<file path="src/sv/csv_field_delimiter_scanner_macros.svh">
// Assertion macros shared by the CSV field delimiter scanner RTL.
// Self-contained; included by the files that carry concurrent assertions.
`ifndef CSV_FIELD_DELIMITER_SCANNER_MACROS_SVH
`define CSV_FIELD_DELIMITER_SCANNER_MACROS_SVH

// Same-cycle implication, disabled while reset is asserted.
`define CSVFD_ASSERT_IMP(lbl, clk, rstn, ante, cons, msg) \
    lbl: assert property (@(posedge clk) disable iff (!(rstn)) (ante) |-> (cons)) else $error(msg);

// Next-cycle implication, disabled while reset is asserted.
`define CSVFD_ASSERT_NXT(lbl, clk, rstn, ante, cons, msg) \
    lbl: assert property (@(posedge clk) disable iff (!(rstn)) (ante) |=> (cons)) else $error(msg);

`endif

</file>
<file path="src/sv/csvfd_pkg.sv">
// Package for the CSV field delimiter scanner: byte codes, result type,
// register map and queue sizing. No dependencies.
`default_nettype none

package csvfd_pkg;

    localparam logic [7:0] CH_QUOTE = 8'h22;
    localparam logic [7:0] CH_COMMA = 8'h2C;
    localparam logic [7:0] CH_LF    = 8'h0A;
    localparam logic [7:0] CH_CR    = 8'h0D;

    localparam int ROW_BITS      = 32;
    localparam int OUT_COL_BITS  = 16;
    localparam int OUT_POS_BITS  = 32;
    localparam int OUT_DATA_BITS = ROW_BITS + OUT_COL_BITS + 2 * OUT_POS_BITS;

    localparam int APB_ADDR_BITS = 3;
    localparam int APB_DATA_BITS = 32;
    localparam logic [APB_ADDR_BITS-1:0] REG_COLUMN_EVENTS = 3'd0;

    localparam int OUT_QUEUE_DEPTH = 4;

    typedef struct packed {
        logic [ROW_BITS-1:0]     row_number;
        logic [OUT_COL_BITS-1:0] column_index;
        logic [OUT_POS_BITS-1:0] start_position;
        logic [OUT_POS_BITS-1:0] end_position;
        logic                    quoted;
        logic                    last_in_row;
    } result_t;

endpackage

`default_nettype wire

</file>
<file path="src/sv/csv_field_delimiter_scanner.sv">
// A result item is registered in the result queue and offered on m_ once the results ahead of it are taken.
// Throughput: one input item per cycle while the result queue has room for two items;
// an item that yields two results (a held CR resolved together with a new column end)
// takes two entries of the four-entry result queue, which admits input only then.
// Reset (aresetn low, synchronous) clears scan state and queue and sets column_events.
`default_nettype none

`include "csv_field_delimiter_scanner_macros.svh"

module csv_field_delimiter_scanner import csvfd_pkg::*; #(
    parameter int POSITION_BITS     = 32,
    parameter int COLUMN_INDEX_BITS = 16
) (
    input  wire logic                     aclk,
    input  wire logic                     aresetn,
    input  wire logic                     s_tvalid,
    output logic                          s_tready,
    input  wire logic [7:0]               s_tdata,   // [7:0] data_byte
    input  wire logic                     s_tlast,   // end_of_data
    output logic                          m_tvalid,
    input  wire logic                     m_tready,
    // [31:0] row_number, [47:32] column_index, [79:48] start_position,
    // [111:80] end_position
    output logic [OUT_DATA_BITS-1:0]      m_tdata,
    output logic [0:0]                    m_tuser,   // [0] quoted
    output logic                          m_tlast,   // last_in_row
    input  wire logic                     psel,
    input  wire logic                     penable,
    input  wire logic                     pwrite,
    input  wire logic [APB_ADDR_BITS-1:0] paddr,
    input  wire logic [APB_DATA_BITS-1:0] pwdata,
    output logic [APB_DATA_BITS-1:0]      prdata,
    output logic                          pready
);

    localparam int PB = POSITION_BITS;
    localparam int CB = COLUMN_INDEX_BITS;

    logic                column_events_reg;
    logic                inside_quote_reg, inside_quote_next;
    logic                after_newline_reg, after_newline_next;
    logic                quote_seen_reg, quote_seen_next;
    logic                cr_pending_reg, cr_pending_next;
    logic [PB-1:0]       byte_position_reg, byte_position_next;
    logic [PB-1:0]       column_start_reg, column_start_next;
    logic [CB-1:0]       column_counter_reg, column_counter_next;
    logic [ROW_BITS-1:0] rows_ended_reg, rows_ended_next;

    logic                s_accept;
    logic                cfg_write;
    logic [7:0]          data_byte;
    logic                quote_hit, comma_hit, is_lf, is_cr;
    logic                cr_flush, comma_end, row_end, event_b;
    logic [ROW_BITS-1:0] rows_mid;
    logic [CB-1:0]       col_mid;
    logic [PB-1:0]       start_mid;
    logic                quote_mid;
    logic [PB-1:0]       pos_plus1;
    result_t             res_a, res_b, push0, out_item;
    logic [1:0]          push_count;
    logic                room_for_two;

    assign pready    = 1'b1;
    assign cfg_write = psel && penable && pwrite && pready;
    assign prdata    = (paddr == REG_COLUMN_EVENTS)
                       ? {{(APB_DATA_BITS-1){1'b0}}, column_events_reg} : '0;

    always_ff @(posedge aclk) begin
        if (!aresetn) begin
            column_events_reg <= 1'b1;
        end else if (cfg_write && paddr == REG_COLUMN_EVENTS) begin
            column_events_reg <= pwdata[0];
        end
    end

    assign s_tready  = room_for_two;
    assign s_accept  = s_tvalid && s_tready;
    assign data_byte = s_tdata;

    always_comb begin
        quote_hit = (data_byte == CH_QUOTE);
        comma_hit = (data_byte == CH_COMMA);
        is_lf    = (data_byte == CH_LF);
        is_cr    = (data_byte == CH_CR);
        pos_plus1 = byte_position_reg + PB'(1);

        // A held CR that is not followed by LF closes the row at the CR.
        cr_flush  = cr_pending_reg && !is_lf;
        rows_mid  = rows_ended_reg + ROW_BITS'(cr_flush);
        col_mid   = cr_flush ? '0 : column_counter_reg;
        start_mid = cr_flush ? byte_position_reg : column_start_reg;
        quote_mid = cr_flush ? 1'b0 : quote_seen_reg;

        res_a.row_number     = rows_mid;
        res_a.column_index   = OUT_COL_BITS'(column_counter_reg);
        res_a.start_position = OUT_POS_BITS'(column_start_reg);
        res_a.end_position   = OUT_POS_BITS'(byte_position_reg - PB'(1));
        res_a.quoted         = quote_seen_reg;
        res_a.last_in_row    = 1'b1;

        comma_end = !quote_hit && !inside_quote_reg && comma_hit;
        row_end   = !quote_hit && !inside_quote_reg && (is_lf || (is_cr && s_tlast));
        event_b   = row_end || (comma_end && column_events_reg);

        res_b.row_number     = rows_mid + ROW_BITS'(row_end);
        res_b.column_index   = OUT_COL_BITS'(col_mid);
        res_b.start_position = OUT_POS_BITS'(start_mid);
        res_b.end_position   = OUT_POS_BITS'(byte_position_reg);
        res_b.quoted         = quote_mid;
        res_b.last_in_row    = row_end;

        inside_quote_next  = quote_hit ? (!inside_quote_reg && after_newline_reg)
                                       : inside_quote_reg;
        after_newline_next = !quote_hit && (is_lf || is_cr);
        cr_pending_next    = !quote_hit && !inside_quote_reg && is_cr && !s_tlast;
        rows_ended_next    = rows_mid + ROW_BITS'(row_end);
        byte_position_next = pos_plus1;

        if (quote_hit) begin
            quote_seen_next = 1'b1;
        end else if (comma_end || row_end) begin
            quote_seen_next = 1'b0;
        end else begin
            quote_seen_next = quote_mid;
        end

        if (row_end) begin
            column_counter_next = '0;
        end else if (comma_end && col_mid != {CB{1'b1}}) begin
            column_counter_next = col_mid + CB'(1);
        end else begin
            column_counter_next = col_mid;
        end

        column_start_next = (comma_end || row_end) ? pos_plus1 : start_mid;

        if (s_accept) begin
            push_count = 2'({1'b0, cr_flush}) + 2'({1'b0, event_b});
        end else begin
            push_count = 2'd0;
        end
        push0 = cr_flush ? res_a : res_b;
    end

    always_ff @(posedge aclk) begin
        if (!aresetn) begin
            inside_quote_reg   <= 1'b0;
            after_newline_reg  <= 1'b1;
            quote_seen_reg     <= 1'b0;
            cr_pending_reg     <= 1'b0;
            byte_position_reg  <= '0;
            column_start_reg   <= '0;
            column_counter_reg <= '0;
            rows_ended_reg     <= '0;
        end else if (s_accept) begin
            inside_quote_reg   <= inside_quote_next;
            after_newline_reg  <= after_newline_next;
            quote_seen_reg     <= quote_seen_next;
            cr_pending_reg     <= cr_pending_next;
            byte_position_reg  <= byte_position_next;
            column_start_reg   <= column_start_next;
            column_counter_reg <= column_counter_next;
            rows_ended_reg     <= rows_ended_next;
        end
    end

    csvfd_result_fifo #(
        .DEPTH(OUT_QUEUE_DEPTH)
    ) u_result_fifo (
        .aclk        (aclk),
        .aresetn     (aresetn),
        .push_count  (push_count),
        .push_data0  (push0),
        .push_data1  (res_b),
        .room_for_two(room_for_two),
        .out_valid   (m_tvalid),
        .out_ready   (m_tready),
        .out_data    (out_item)
    );

    assign m_tdata = {out_item.end_position, out_item.start_position,
                      out_item.column_index, out_item.row_number};
    assign m_tuser = out_item.quoted;
    assign m_tlast = out_item.last_in_row;

    `CSVFD_ASSERT_IMP(a_cr_implies_newline, aclk, aresetn, cr_pending_reg, after_newline_reg, "held CR without newline state")
    `CSVFD_ASSERT_IMP(a_cr_outside_quote, aclk, aresetn, cr_pending_reg, !inside_quote_reg, "held CR inside a quoted region")
    `CSVFD_ASSERT_NXT(a_lf_gives_result, aclk, aresetn, s_accept && is_lf && !inside_quote_reg, m_tvalid, "row end produced no result")

endmodule

`default_nettype wire

</file>
<file path="src/sv/csvfd_result_fifo.sv">
// Small result queue for the CSV field delimiter scanner: takes up to two
// items per cycle and hands out one. Depends on csvfd_pkg.
`default_nettype none

module csvfd_result_fifo import csvfd_pkg::*; #(
    parameter int DEPTH = 4
) (
    input  wire logic    aclk,
    input  wire logic    aresetn,
    input  wire logic [1:0] push_count,
    input  wire result_t push_data0,
    input  wire result_t push_data1,
    output logic         room_for_two,
    output logic         out_valid,
    input  wire logic    out_ready,
    output result_t      out_data
);

    localparam int PTR_BITS = $clog2(DEPTH);
    localparam int CNT_BITS = $clog2(DEPTH + 1);

    result_t              entry_reg [DEPTH];
    logic [PTR_BITS-1:0]  wr_ptr_reg, wr_ptr_next;
    logic [PTR_BITS-1:0]  rd_ptr_reg, rd_ptr_next;
    logic [CNT_BITS-1:0]  count_reg, count_next;
    logic [PTR_BITS-1:0]  wr_ptr_plus1;
    logic                 pop;

    assign pop          = out_valid && out_ready;
    assign out_valid    = (count_reg != '0);
    assign out_data     = entry_reg[rd_ptr_reg];
    assign room_for_two = (count_reg <= CNT_BITS'(DEPTH - 2));
    assign wr_ptr_plus1 = wr_ptr_reg + PTR_BITS'(1);

    always_comb begin
        wr_ptr_next = wr_ptr_reg + PTR_BITS'(push_count);
        rd_ptr_next = rd_ptr_reg + PTR_BITS'(pop);
        count_next  = count_reg + CNT_BITS'(push_count) - CNT_BITS'(pop);
    end

    always_ff @(posedge aclk) begin
        if (!aresetn) begin
            wr_ptr_reg <= '0;
            rd_ptr_reg <= '0;
            count_reg  <= '0;
        end else begin
            wr_ptr_reg <= wr_ptr_next;
            rd_ptr_reg <= rd_ptr_next;
            count_reg  <= count_next;
        end
    end

    always_ff @(posedge aclk) begin
        if (push_count != 2'd0) begin
            entry_reg[wr_ptr_reg] <= push_data0;
        end
        if (push_count == 2'd2) begin
            entry_reg[wr_ptr_plus1] <= push_data1;
        end
    end

endmodule

`default_nettype wire

</file>
<file path="config.mk">
export PLATFORM = sky130hd
export DESIGN_NAME = csv_field_delimiter_scanner
export DESIGN_NICKNAME = d
export VERILOG_FILES = /design/src/sv/csvfd_pkg.sv /design/src/sv/csv_field_delimiter_scanner.sv /design/src/sv/csvfd_result_fifo.sv
export VERILOG_INCLUDE_DIRS = /design/src /design/src/sv
export SDC_FILE = /design/constraint.sdc
export NUM_CORES = 1
export LEC_CHECK = 0
export BUFFER_PORTS_ARGS = -buffer_cell sky130_fd_sc_hd__buf_4
export CELL_PAD_IN_SITES_DETAIL_PLACEMENT = 0
export CELL_PAD_IN_SITES_GLOBAL_PLACEMENT = 2
export CORE_ASPECT_RATIO = 1.5
export CORE_MARGIN = 10
export CORE_UTILIZATION = 42
export CTS_CLUSTER_DIAMETER = 50
export DETAILED_ROUTE_END_ITERATION = 10
export PLACE_DENSITY = 0.76
export SYNTH_ARGS = -nofsm -noshare
export SYNTH_HDL_FRONTEND = slang
export SYNTH_SLANG_ARGS = --single-unit
</file>
<file path="constraint.sdc">
create_clock -name aclk -period 12.58 [get_ports aclk]
set_clock_uncertainty 0.1 [all_clocks]
set_input_delay 0.629 -clock aclk [delete_from_list [all_inputs] [get_ports aclk]]
set_output_delay 0.629 -clock aclk [all_outputs]
set_load 0.01 [all_outputs]
</file>
==> out/metrics.cfg, run 1 <==
[sta]
setup_violations=0
drv_slew=0
setup_tns_ns=0
hold_viol_final=0
post-route-min-period_ns=5.63
hold_slack_ns=0.119
slew_headroom_pct=23.9
grt_setup_unrepaired=no
max_freq_mhz=178
tightestPinTransition_ns=1.13
final.period_utilization_pct=44.8

[drt]
via_per_inst=5.64
drt_iter0_drc=1317
final_antenna_net_count=0
drt_wl_total_mm=85.8
drc=0
vias=19918
wl_per_cell_um=24.3
dr.pass1.iters=5

[yosys]
synthDominantCellAreaShare_pct=45.7
synth_flop_cell=edfxtp_1
synth_warnings=0
synth_seq_cells=580
synth_top_cell_by_area=edfxtp_1
synth-edff-count=456
ys_types=74
syn_area_per_cell_sq_um=11.9
syn_inst=2523
yosys-top-cells-count=edfxtp_1, nand2_1, nor2_1
yosys-top-cells-area=edfxtp_1, mux4_2, dfxtp_1, xnor2_1, mux2_2
yosysSeqAreaShare_pct=54.0
postSynth.asyncResetShare_pct=0
syn-cell-area_sq_um=30000
synth.most_common_cell=edfxtp_1

[critical_path]
regToRegSetupSlack_ns=7.01
cp.arrival_ns=5.87
crit_start=s_tdata[0]
crit_path_end_kind=flip-flop
start_kind=primary input
required_ns=12.82
crit_fanout=20
rr_startpoint=cr_pending_reg
critPathKind=primary input to flip-flop

[cts]
cts_made_buffers=58
cts_setup_buffers=0
cts_resized=0
clkSlewWorstSetupHoldPaths_ns=0.06
cts_sinks=580
htree_levels=2
cts-root-buf=clkbuf_16
clock_path_buffers=3
cts_tree=done
cts_hold_buf=0
clkLatencyLatePin_ns=0.64

[floorplan]
num_rows=119
placeableCoreArea_sq_um=70400
die_area_sq_um=82700
io_pins=200
die_w_um=238
die_h_um=347
start_util_pct=42.6

[placement]
gp_congestion=0.811
numPortBuffers=136
hpwl_mm=53.8

[power_and_ir_drop]
power_mw=5.09
p_leak_nw=11.4
ir_drop_mv=0.104
cellPowerDensity_nw_per_um2=151

[layout]
drive_above_1_share_pct=22.0
largest_reg_flops=456
synthToLayoutAreaGrowth_pct=12.8
nets=2643

[global_routing]
grt_max_degree=56
grt_pass1_wl_mm=130
grt_pass1_vias=20770
antenna_found_initial=1
grt_usage_pct=20.6
grt-ovfl-total=0

[status]
status=finished clean

[job]
maxCapViolCount=0

[hold_path]
hp-class=primary input to flip-flop
worst_hold_startpoint=pwdata[0]

==> area by class of cell <==
class	instances	area [sq um]
Inverter	26	97.6
Sequential cell	580	16200
Antenna cell	1	2.50
Fill cell	6317	36600
Tap cell	907	1130
Timing Repair Buffer	182	1370
Multi-Input combinational cell	1730	13000
Clock buffer	69	1550
Clock inverter	39	477
==> cell usage in the layout, fill, tap and decap left out, drive strengths merged, types with 11 or more instances in the layout <==
master  count
mux4      114
and3       17
mux2      128
conb       32
nor2b      72
clkbuf     69
nand4      29
and2       19
o22ai      12
a31oi      11
or3        28
nor2      229
nor4       27
buf       182
nand2     263
xor2      140
nand3      80
ha         13
a21oi      95
clkinv     27
inv        26
xnor2     183
dfxtp     124
nor3       42
o21ai      82
edfxtp    456
==> where the power goes <==
group          internal, mW  total (mW)  leakage [nW]  switching, mW
clock network          1.09        1.86          1.00          0.771
logic                 0.572        1.12          5.50          0.549
registers              2.05        2.11          4.92         0.0526
==> worst max-delay path, stage by stage <==
cell     delay (ns)
buf_4          0.12
or3b_2         0.53
o31ai_4        0.21
buf_4          0.41
inv_2          0.31
ha_1           0.37
ha_1           0.38
xor2_2         0.36
nand3_1        0.36
nor4_1         0.35
buf_4          0.20
nand3_1        0.27
nor4_2         0.61
nor2b_1        0.44
nand2_1        0.13
xor2_1         0.16
==> per-stage QoR <==
| step | setup WS [ns] | cell area, sq um | instances | util, % |
|---|---|---|---|---|
| floorplan | 1.66 | 30100 | 2553 | - |
| global placement | 6.42 | 31800 | 3425 | 45.1 |
| detailed placement | 6.36 | 31800 | 3425 | 45.1 |
| CTS | 6.95 | 33800 | 3533 | 48.0 |
| global route | 6.61 | 33800 | 3533 | 48.0 |
| finish | 6.95 | 33800 | 3534 | 48.0 |
==> metal layers <==
metal | wire length, um | GRT usage (%) | vias up | part of all wire (%)
li1 | - | - | 9160 | -
met1 | 33600 | 23.7 | 10131 | 39
met2 | 46200 | 38.4 | 504 | 54
met3 | 3730 | 3.08 | 123 | 4.3
met4 | 2300 | 6.30 | 0 | 2.7
met5 | 0 | 0 | - | 0
==> cell families (layout without fill, tap and decap cells) <==
logic type,after synthesis,count (layout),synth area share [%]
other,2,33,0.0251
flip-flops,580,580,54.0
multiplexers,245,245,13.5
adder cells (fa/ha/maj),18,18,0.743
buffers and inverters,243,316,3.53
AND/OR/NAND/NOR,856,856,13.7
XOR/XNOR,323,323,9.49
AO/OA/AOI/OAI,256,256,5.10
==> final timing paths <==
| path | endpoint | cells after the start |
|---|---|---|
| max reg2reg | u_result_fifo.entry_reg[1][107] | 13 |
| min | column_events_reg | 3 |
| min reg2reg | after_newline_reg | 2 |
| max | u_result_fifo.entry_reg[1][107] | 16 |
(Power assumes the default switching activity.)
==> run 2, diff against run 1 <==
==> constraint.sdc (replaced) <==
create_clock -name aclk -period 5.2 [get_ports aclk]
set_clock_uncertainty 0.1 [all_clocks]
set_input_delay 0.26 -clock aclk [delete_from_list [all_inputs] [get_ports aclk]]
set_output_delay 0.26 -clock aclk [all_outputs]
set_load 0.01 [all_outputs]
==> run 2 against run 1 <==
Compared with the run above: design area grew 0.80%; flip-flop and latch count is the same; first-iteration DRC count grew 1.4%; worst setup slack lost 6.6 ns; largest cell class unchanged; combinational power grew 140%.
==> out/metrics.cfg, run 2 (same netlist as run 1, synthesis figures left out) <==
[sta]
setup_tns_ns=0
drv_slew=0
setup_violations=0
max_freq_mhz=208
post-route-min-period_ns=4.81
tightestPinTransition_ns=1.06
slew_headroom_pct=29.2
final.period_utilization_pct=92.5
hold_viol_final=0
grt_setup_unrepaired=no

[layout]
synthToLayoutAreaGrowth_pct=13.7
drive_above_1_share_pct=22.2
diodes=0
nets=2669
mostFrequentLayoutCells=edfxtp_1, nand2_1, nor2_1
final_common_cell=edfxtp_1
largest_reg_flops=456
final_area_sq_um=34100

[drt]
drt_wl_total_mm=86.1
wl_per_cell_um=24.2
drt_iter0_drc=1336
final_antenna_net_count=0
dr.pass1.iters=5
drc=0
vias=19890
via_per_inst=5.59

[global_routing]
busiest_layer=met2
met3_usage_pct=3.03
grt_pass1_vias=20771
grt_usage_pct=20.6
grt-ovfl-total=0
grt_pass1_wl_mm=130
use_met2_pct=38.2
antenna_found_initial=0
grt_max_degree=96
grt.met1_usage_pct=23.9

[floorplan]
start_util_pct=42.6
die_h_um=347
placeableCoreArea_sq_um=70400
io_pins=200
die_area_sq_um=82700
num_rows=119
die_w_um=238

[status]
status=finished clean

[power_and_ir_drop]
cellPowerDensity_nw_per_um2=358
ir_drop_mv=0.284
p_leak_nw=11.5
power_mw=12.2

[cts]
clkLatencyLatePin_ns=0.65
cts_sinks=580
cts-root-buf=clkbuf_16
cts_made_buffers=57
cts_tree=done
clock_path_buffers=3
htree_levels=2
clkSlewWorstSetupHoldPaths_ns=0.06

[placement]
hpwl_mm=54.5
dpl-instance-area_sq_um=32000
gp_congestion=0.820
numPortBuffers=136

[critical_path]
rr_startpoint=cr_pending_reg
path_cells=dlygate4sd3_1, buf_4, or3_1, o31ai_4, inv_2, ha_1, ha_1, xor2_2, nand3_1, buf_4, nor4_1, buf_4, nand3_1, nor4_2, nor2b_1, nand2_1, xor2_1
path_common_cell=buf_4
crit_start=s_tdata[6]
critPathKind=primary input to flip-flop
crit_path_end=u_result_fifo.entry_reg[1][107]
critPathSlowestCell=nor4_2
cp.arrival_ns=5.09
required_ns=5.48
crit_fanout=11
regToRegSetupSlack_ns=0.73
crit_path_end_kind=flip-flop
cpPeakStageDelay_ns=0.59
worst_r2r_path_depth=12
r2r-end=u_result_fifo.entry_reg[0][111]
start_kind=primary input

[hold_path]
hp-class=primary input to flip-flop

[job]
maxCapViolCount=0

run 2: cell count changes in the layout (fill, tap and decap cells not counted), moves of 2 or more:
cell | before | now
dlygate4sd3_1 | 0 | 11
buf_12 | 0 | 10
buf_4 | 182 | 188
clkinv_2 | 14 | 9
clkinv_1 | 9 | 13
clkinvlp_4 | 2 | 5
bufinv_16 | 10 | 8
clkbuf_1 | 6 | 8
clkbuf_16 | 59 | 57
clkbuf_8 | 4 | 6
run 2: critical path: cells and delay by family:
family	cells	cell delay (ns)
AO/OA/AOI/OAI	1	0.40
AND/OR/NAND/NOR	7	2.10
buffers and inverters	5	1.17
XOR/XNOR	2	0.51
adder cells (fa/ha/maj)	2	0.66
run 2: worst min path at each step:
stage                 startpoint                     endpoint  cells after the start
6_report              s_tdata[2]            after_newline_reg                      5
5_1_grt                 s_tvalid  u_result_fifo.wr_ptr_reg[0]                      4
4_1_cts               s_tdata[2]            after_newline_reg                      5
3_5_place_dp   after_newline_reg            after_newline_reg                      2
3_3_place_gp   after_newline_reg            after_newline_reg                      2
2_1_floorplan          pwdata[0]            column_events_reg                      2
run 2: area by class of cell:
cell class / count / area, sq um
Multi-Input combinational cell: 1730 / 13000
Clock buffer: 71 / 1540
Timing Repair Buffer: 209 / 1720
Tap cell: 907 / 1130
Sequential cell: 580 / 16200
Clock inverter: 37 / 415
Fill cell: 6339 / 36400
Inverter: 26 / 97.6
run 2: stage by stage:
step	setup WS (ns)	instances	hold slack, ns	util (%)
global route	0.0334	3560	0.0840	48.4
floorplan	0.0177	2553	0.285	-
finish	0.391	3560	0.0660	48.4
CTS	0.416	3560	0.00766	48.4
global placement	0.281	3441	0.350	45.4
detailed placement	0.284	3441	0.353	45.4
run 2: metal layers:
metal  part of all wire, %  wire, um
met3                   4.5      3860
met2                    53     45900
met1                    39     33700
met4                   3.0      2580
met5                     0         0
run 2: power by group:
group / leakage (nW) / switching, mW / internal [mW]
sequential: 4.92 / 0.159 / 4.97
clock: 0.947 / 1.85 / 2.50
combinational: 5.66 / 1.32 / 1.41
total: 11.5 / 3.33 / 8.87
run 2: repair_timing:
| action | 4_1_cts | 5_1_grt |
|---|---|---|
| endpoints found under the hold margin | 20 | 0 |
| resized for setup | 0 | 0 |
| hold buffers | 11 | 0 |
| setup buffers | 0 | 0 |
==> run 3, diff against run 2 <==
--- a/config.mk
+++ b/config.mk
@@ -9,7 +9,6 @@
 export BUFFER_PORTS_ARGS = -buffer_cell sky130_fd_sc_hd__buf_4
 export CELL_PAD_IN_SITES_DETAIL_PLACEMENT = 0
 export CELL_PAD_IN_SITES_GLOBAL_PLACEMENT = 2
-export CORE_ASPECT_RATIO = 1.5
 export CORE_MARGIN = 10
 export CORE_UTILIZATION = 42
 export CTS_CLUSTER_DIAMETER = 50
==> run 3 against run 2 <==
Compared with the run above: critical path depth decreased by 1; cell count up 1.6%; global-route usage is 0.71 points lower; hold slack lost 0.0084 ns; largest cell class unchanged; total power rose by 6.7%; critical path type unchanged; die area down 0.27%; sequential share of layout area fell by 0.70 points; clock-buffer cell count grew 20.
==> out/metrics.cfg, run 3 (same netlist as run 1, synthesis figures left out) <==
[status]
status=finished clean

[layout]
synthToLayoutAreaGrowth_pct=15.4
nets=2681
final_cells=3616
final_common_cell=edfxtp_1
mostFrequentLayoutCells=edfxtp_1, nand2_1, nor2_1
drive_above_1_share_pct=22.8
largest_reg_flops=456

[placement]
dp_cells=3471
numPortBuffers=136
dp_slack_ns=0.310
hpwl_mm=50.5
gp_congestion=0.834

[global_routing]
grt_usage_pct=19.9
grt_max_degree=91
antenna_found_initial=0
grt_pass1_wl_mm=127
grt-ovfl-total=0
grt_pass1_vias=20463

[sta]
setup_tns_ns=0
setup_ws_ns=0.699
post-route-min-period_ns=4.50
grt_setup_unrepaired=no
max_freq_mhz=222
drv_slew=0
final.period_utilization_pct=86.6
setup_violations=0
hold_viol_final=0
tightestPinTransition_ns=1.08
slew_headroom_pct=27.1
hold_slack_ns=0.0576

[critical_path]
start_kind=primary input
r2r-end=u_result_fifo.entry_reg[1][111]
crit_path_end=u_result_fifo.entry_reg[1][111]
path_cells=dlygate4sd3_1, buf_4, nand2b_1, o31ai_4, inv_2, ha_1, ha_1, buf_4, nand3_1, or4_4, or4_4, or3_1, a2111oi_4, and2_0, nand2_1, xnor2_1
crit_path_end_kind=flip-flop
worst_r2r_path_depth=13
crit_start=s_tdata[3]
cpPeakStageDelay_ns=0.55
critPathKind=primary input to flip-flop
cp.arrival_ns=4.73
rr_startpoint=cr_pending_reg
regToRegSetupSlack_ns=0.81
required_ns=5.43
critPathSlowestCell=or4_4
crit_fanout=10

[cts]
clock_path_buffers=3
clkSlewWorstSetupHoldPaths_ns=0.06
cts_made_buffers=75
clkLatencyLatePin_ns=0.61
cts_tree=done
htree_levels=3
cts-root-buf=clkbuf_16
cts_sinks=580
cts_resized=0

[floorplan]
die_area_sq_um=82400
num_rows=97
placeableCoreArea_sq_um=70400
io_pins=200
die_h_um=287
start_util_pct=42.6
die_w_um=287

[drt]
final_antenna_net_count=0
drt_iter0_drc=1575
met1_length_mm=37.8
wl_met2_mm=39.2
vias=20073
met3_length_mm=4.73
drc=0
via_per_inst=5.55
highest_layer=met4
dr.pass1.iters=7
wl_per_cell_um=23.1
drt_wl_total_mm=83.5

[power_and_ir_drop]
ir_drop_mv=0.228
p_leak_nw=11.8
cellPowerDensity_nw_per_um2=377

[hold_path]
hp-class=primary input to flip-flop

[job]
maxCapViolCount=0

==> run 3: where the power goes <==
group | internal, mW | switching (mW) | leakage [nW] | total, mW
combinational | 1.41 | 1.28 | 5.64 | 2.69
sequential | 4.97 | 0.168 | 4.92 | 5.14
clock | 3.11 | 2.08 | 1.20 | 5.19
==> run 3: how the worst min path moves through the flow <==
stage / slack, ns / cells past startpoint / from / to
after global routing: 0.08 / 5 / s_tdata[4] / inside_quote_reg
after CTS: 0.01 / 5 / s_tdata[4] / inside_quote_reg
final: 0.06 / 5 / s_tdata[4] / inside_quote_reg
after detailed placement: 0.35 / 2 / after_newline_reg / after_newline_reg
after floorplan: 0.29 / 2 / pwdata[0] / column_events_reg
after global placement: 0.34 / 2 / after_newline_reg / after_newline_reg
==> run 3: what timing repair did <==
item,CTS,global route
endpoints found under the setup margin,0,0
setup buffers,0,0
hold buffers,8,0
endpoints found under the hold margin,9,0
==> run 3: area by class of cell <==
class / instances / area, sq um
Clock buffer: 91 / 2030
Timing Repair Buffer: 203 / 1680
Antenna cell: 1 / 2.50
Clock inverter: 45 / 447
Inverter: 26 / 97.6
Tap cell: 940 / 1180
Fill cell: 6313 / 35800
Sequential cell: 580 / 16200
Multi-Input combinational cell: 1730 / 13000
==> run 3: per-stage QoR <==
stage | cell area (sq um) | utilization (%) | power (mW)
6_report | 34600 | 49.1 | 13.0
3_3_place_gp | 32000 | 45.5 | 8.02
5_1_grt | 34600 | 49.1 | 13.5
2_1_floorplan | 30100 | - | 6.68
3_5_place_dp | 32000 | 45.5 | 8.02
4_1_cts | 34600 | 49.1 | 13.2
==> run 3: layer usage <==
| metal | up-vias | track usage, % |
|---|---|---|
| met5 | - | 0 |
| met4 | 0 | 6.02 |
| met3 | 100 | 3.30 |
| met2 | 531 | 32.1 |
| met1 | 10183 | 27.2 |
| li1 | 9259 | - |
==> run 3: critical path: cells and delay by family <==
| family | cells | cell delay [ns] |
|---|---|---|
| buffers and inverters | 4 | 0.96 |
| AO/OA/AOI/OAI | 2 | 0.59 |
| XOR/XNOR | 1 | 0.16 |
| AND/OR/NAND/NOR | 7 | 2.18 |
| adder cells (fa/ha/maj) | 2 | 0.57 |
